--- src/sv/vvdd_pkg.sv ---
// Shared types and constants for the velocity vector to diff-drive converter.
package vvdd_pkg;

    localparam int unsigned CFG_W = 15;
    localparam int unsigned ANG_W = 20;
    localparam int unsigned VEC_W = 36;
    localparam int unsigned COS_W = 34;

    localparam logic signed [ANG_W-1:0] PI_Q16      = 20'sd205887;
    localparam logic signed [ANG_W-1:0] HALF_PI_Q16 = 20'sd102944;
    localparam logic [15:0] INV_GAIN_Q16 = 16'd39797;
    localparam logic signed [COS_W-1:0] INV_GAIN_Q30 = 34'sd652032875;

    localparam logic [2:0] REG_TURN_RATE = 3'd0;
    localparam logic [2:0] REG_ACCEL     = 3'd1;
    localparam logic [2:0] REG_DECEL     = 3'd2;
    localparam logic [2:0] REG_DEADBAND  = 3'd3;
    localparam logic [2:0] REG_MIN_SPEED = 3'd4;

    localparam logic FUNC_VECTOR = 1'b0;
    localparam logic FUNC_DIRECT = 1'b1;

    // One classified request passed from front to back
    typedef struct packed {
        logic               direct;
        logic               zero_vec;
        logic               vy_zero;
        logic signed [15:0] vel_x;
        logic signed [15:0] vel_y;
        logic signed [15:0] quat_w;
        logic signed [15:0] quat_x;
        logic signed [15:0] quat_y;
        logic signed [15:0] quat_z;
        logic signed [15:0] direct_turn;
    } req_t;

    typedef enum logic [3:0] {
        ST_IDLE, ST_YAW_MUL, ST_HDG_INIT, ST_HDG_RUN, ST_MAG_MUL,
        ST_YAW_INIT, ST_YAW_RUN, ST_DIFF, ST_COS_RUN, ST_PROJ,
        ST_SLEW, ST_OUT
    } state_t;

    function automatic logic signed [ANG_W-1:0] atan_q16(input logic [4:0] i);
        case (i)
            5'd0:  atan_q16 = 20'sd51472;
            5'd1:  atan_q16 = 20'sd30386;
            5'd2:  atan_q16 = 20'sd16055;
            5'd3:  atan_q16 = 20'sd8150;
            5'd4:  atan_q16 = 20'sd4091;
            5'd5:  atan_q16 = 20'sd2047;
            5'd6:  atan_q16 = 20'sd1024;
            5'd7:  atan_q16 = 20'sd512;
            5'd8:  atan_q16 = 20'sd256;
            5'd9:  atan_q16 = 20'sd128;
            5'd10: atan_q16 = 20'sd64;
            5'd11: atan_q16 = 20'sd32;
            5'd12: atan_q16 = 20'sd16;
            5'd13: atan_q16 = 20'sd8;
            5'd14: atan_q16 = 20'sd4;
            5'd15: atan_q16 = 20'sd2;
            5'd16: atan_q16 = 20'sd1;
            default: atan_q16 = '0;
        endcase
    endfunction

endpackage

--- src/sv/vvdd_front.sv ---
// Front end: accepts requests, classifies them, holds a two-entry queue.
module vvdd_front
    import vvdd_pkg::*;
(
    input  logic         aclk,
    input  logic         aresetn,
    input  logic         s_tvalid,
    output logic         s_tready,
    input  logic [111:0] s_tdata,
    input  logic         s_tuser,
    output logic         q_valid,
    input  logic         q_pop,
    output req_t         q_req
);
    req_t       mem_reg [2];
    logic       wr_ptr_reg, rd_ptr_reg;
    logic [1:0] cnt_reg;
    req_t       in_req;
    logic       push;

    // Field unpack and classification
    always_comb begin
        in_req.direct      = (s_tuser == FUNC_DIRECT);
        in_req.vel_x       = s_tdata[15:0];
        in_req.vel_y       = s_tdata[31:16];
        in_req.quat_w      = s_tdata[47:32];
        in_req.quat_x      = s_tdata[63:48];
        in_req.quat_y      = s_tdata[79:64];
        in_req.quat_z      = s_tdata[95:80];
        in_req.direct_turn = s_tdata[111:96];
        in_req.vy_zero     = (s_tdata[31:16] == 16'd0);
        in_req.zero_vec    = in_req.vy_zero && (s_tdata[15:0] == 16'd0);
    end

    assign s_tready = (cnt_reg != 2'd2);
    assign push     = s_tvalid && s_tready;
    assign q_valid  = (cnt_reg != 2'd0);
    assign q_req    = mem_reg[rd_ptr_reg];

    always_ff @(posedge aclk) begin
        if (push) begin
            mem_reg[wr_ptr_reg] <= in_req;
        end
    end

    // Queue pointers
    always_ff @(posedge aclk) begin
        if (!aresetn) begin
            wr_ptr_reg <= 1'b0;
            rd_ptr_reg <= 1'b0;
            cnt_reg    <= 2'd0;
        end else begin
            if (push) wr_ptr_reg <= ~wr_ptr_reg;
            if (q_pop) rd_ptr_reg <= ~rd_ptr_reg;
            cnt_reg <= cnt_reg + {1'b0, push} - {1'b0, q_pop};
        end
    end
endmodule

--- config.mk ---
export PLATFORM = sky130hd
export DESIGN_NAME = vvdd_front
export DESIGN_NICKNAME = d
export VERILOG_FILES = /design/src/sv/vvdd_pkg.sv /design/src/sv/vvdd_front.sv
export SDC_FILE = /design/constraint.sdc
export NUM_CORES = 1
export LEC_CHECK = 0
export BUFFER_PORTS_ARGS = -buffer_cell sky130_fd_sc_hd__buf_4
export CORE_MARGIN = 5
export CORE_UTILIZATION = 49
export CTS_BUF_LIST = sky130_fd_sc_hd__clkbuf_4 sky130_fd_sc_hd__clkbuf_8
export DETAILED_ROUTE_END_ITERATION = 8
export MAX_ROUTING_LAYER = met4
export PLACE_DENSITY_LB_ADDON = 0.3
export SYNTH_ARGS = -nofsm -noshare
export SYNTH_HDL_FRONTEND = slang
export SYNTH_SLANG_ARGS = --single-unit
--- constraint.sdc ---
create_clock -name aclk -period 3.9 [get_ports aclk]
set_input_delay 0.78 -clock aclk [delete_from_list [all_inputs] [get_ports aclk]]
set_output_delay 0.78 -clock aclk [all_outputs]
set_load 0.01 [all_outputs]
==> flow_metrics.env <==
export IMPL_crit_slowest_cell="buf_4"
export IMPL_antennaDiodeCount=0
export IMPL_cts_tree="built"
export IMPL_io_buffers=233
export IMPL_synth_most_common_cell="edfxtp_1"
export IMPL_slew_headroom=0.505
export IMPL_htreeDepth=2
export IMPL_synthesis_nets=515
export IMPL_path_max_fanout=39
export IMPL_cts_made_buffers=38
export IMPL_final_cells=910
export IMPL_final_antenna_net_count=0
export IMPL_syn_avg_cell_area_um2=21.8
export IMPL_critPathMaxStageDelay_ns=0.49
export IMPL_num_nets_final=781
export IMPL_drive_gt1_frac=0.609
export IMPL_dr_pass1_iters=4
export IMPL_synth_cells=397
export IMPL_synth_edf_count=230
export IMPL_critPathTopFamily="buffers and inverters"
export IMPL_pin_count=234
export IMPL_ys_seq_area_frac=0.811
export IMPL_grt_pass1_vias=5048
export IMPL_drt_iter0_markers=258
export IMPL_vdd_drop_max_mv=0.328
export IMPL_synth_area_leader_cell="edfxtp_1"
export IMPL_ys_top_cells_by_count="edfxtp_1 (230), mux2_2 (115), buf_2 (7)"
export IMPL_cap_violations=0
export IMPL_dp_final_hpwl_um=11400
export IMPL_netlist_cell_type_count=27
export IMPL_fp_row_count=48
export IMPL_cts_sinks=235
export IMPL_synth_top_cell_area_share=0.799
export IMPL_cpMostUsedCell="buf_4"
export IMPL_grt_pass1_wl_um=25600
export IMPL_place_area_um2=10700
export IMPL_synth_cell_area_um2=8640
export IMPL_design_core_area_um2=17300
export IMPL_critPathCaptureType="primary output"
export IMPL_fillCellCount=1195
export IMPL_finalClockSkew_ns=0.0190
export IMPL_dp_cells=848
export IMPL_detail_route_wl_per_cell_um=18.5
export IMPL_drc=0
export IMPL_start_kind="flop"
export IMPL_postLayoutCoreUtil=0.658
export IMPL_critPathArrivalTime_ns=2.06
export IMPL_hold_viol=0
export IMPL_gr_usage_all_layers=0.167
export IMPL_worstPathRequired_ns=3.12
export IMPL_globalplace_congestion=0.776
export IMPL_outcome="completed"
export IMPL_cp_cell_sequence="buf_4 -> mux2_2 -> buf_4"
export IMPL_largest_reg_flops=230
export IMPL_rsz0062_at_grt="no"
export IMPL_synth_seq_cells=235
export IMPL_grt_overflow_total=0
export IMPL_fmax_mhz=352
export IMPL_critical_path_class="reg2out"
export IMPL_cts_hold_buf=0
export IMPL_area_growth_pct=31.7
export IMPL_worst_slew_pin_slew_ns=0.742
export IMPL_final_cell_area_um2=11400
export IMPL_finalMaxSlewViolations=0
export IMPL_finalCritPeriodShare=0.728
export IMPL_routed_wl_um=16900
export IMPL_setup_violations=0
export IMPL_antenna_found_initial=0
export IMPL_start_util=0.500
export IMPL_hp_class="in2reg"
export IMPL_dieArea_um2=20400
export IMPL_crit_buf_inv=2
export IMPL_grt_max_degree=63
export IMPL_yosysWarningCount=0
export IMPL_setup_tns_ns=0
export IMPL_clk_latency_ns=0.51
export IMPL_routed_via_count=4618
export IMPL_powerDensity_nw_per_um2=522
export IMPL_postCtsResizedCells=0
export IMPL_dieWidth_um=143
export IMPL_viasPerCell=5.07
export IMPL_clock_root_buffer="clkbuf_8"
export IMPL_async_flop_share=0
export IMPL_synth_area_leaders="edfxtp_1 (80%), mux2_2 (15%), dfxtp_1 (1.2%)"
export IMPL_p_leak_nw=4.26
export IMPL_fp_dieH_um=143
export IMPL_clock_path_buffers=3
export IMPL_clk_pin_slew_ns=0.05
export IMPL_yosys_most_used_dff="edfxtp_1"
export IMPL_post_cts_repair_setup_buffers=0
export IMPL_layout_min_cycle_time_ns=2.84
-- power by group --
group / switching (mW) / leakage [nW] / total, mW / internal [mW]
Combinational: 0.420 / 1.68 / 0.874 / 0.453
Clock: 0.859 / 0.383 / 1.99 / 1.13
Sequential: 0.0520 / 2.19 / 3.08 / 3.03
-- metrics by stage --
stage                     setup slack [ns]  power (mW)  hold slack [ns]
after global routing                 0.958        6.22            0.422
after floorplan                      0.330        3.56            0.528
after global placement                1.59        3.99            0.572
final                                 1.06        5.94            0.458
after CTS                             1.01        6.03            0.416
after detailed placement              1.57        4.02            0.556
-- final timing paths --
check                           slack [ns]  cells after the start              to         start
worst max-delay path                  1.06                      3       q_req[20]          flop
worst min-delay path                  0.46                      1   mem_reg[1][6]  s_tdata[102]
worst max register to register        2.02                      4  mem_reg[0][74]    cnt_reg[0]
worst min register to register        0.57                      2            flop    rd_ptr_reg
-- layout make-up --
type / instances / area [um2] / share of cell area
clock inverter: 10 / 68.8 / 0.00605
clock buffer: 52 / 647 / 0.0568
inverter: 2 / 10.0 / 0.000879
multi-input combinational: 147 / 1530 / 0.135
timing repair buffer: 239 / 1830 / 0.161
tap: 225 / 282 / 0.0247
sequential: 235 / 7010 / 0.616
-- cells in the final DEF, fill, tap and decap left out --
cell type and instances:
and2_1 3, xnor2_1 1, mux2i_1 1, nor4b_1 1
and4_1 2, nand2b_1 1, or4_1 1, buf_12 3
mux2_2 115, or2_2 1, xor2_1 1, clkbuf_8 41
and3_4 1, dfxtp_4 1, edfxtp_1 230, or4_4 1
inv_4 1, nand2_1 2, dfxtp_1 4, nand3_1 1
clkbuf_4 11, nor4_1 6, nand3b_1 2, ha_1 1
a21boi_0 2, a211oi_1 1, inv_1 1, nor2_1 1
bufinv_16 1, clkinv_2 4, buf_4 236, a211o_1 1
a21bo_2 1, clkinv_1 5
-- kinds of logic (layout without fill, tap and decap cells) --
group                      Yosys count  count (layout)  synth area share
muxes                              116             116             0.151
buffers and inverters               15             303            0.0127
AOI/OAI and AO/OA                    5               5           0.00478
xor gates and xnor gates             2               2           0.00203
and+or+nand+nor                     23              23            0.0175
DFF                                235             235             0.811
adders and majority gates            1               1           0.00145
-- per-layer routing --
| layer | share of wire | wire length (um) | vias up | GRT usage |
|---|---|---|---|---|
| li1 | - | - | 2123 | - |
| met1 | 0.40 | 6740 | 2261 | 0.203 |
| met2 | 0.49 | 8280 | 202 | 0.268 |
| met3 | 0.091 | 1540 | 32 | 0.0549 |
| met4 | 0.019 | 323 | 0 | 0.0540 |
| met5 | 0 | 0 | - | - |
Note: power is estimated with default switching activity, not from simulation.
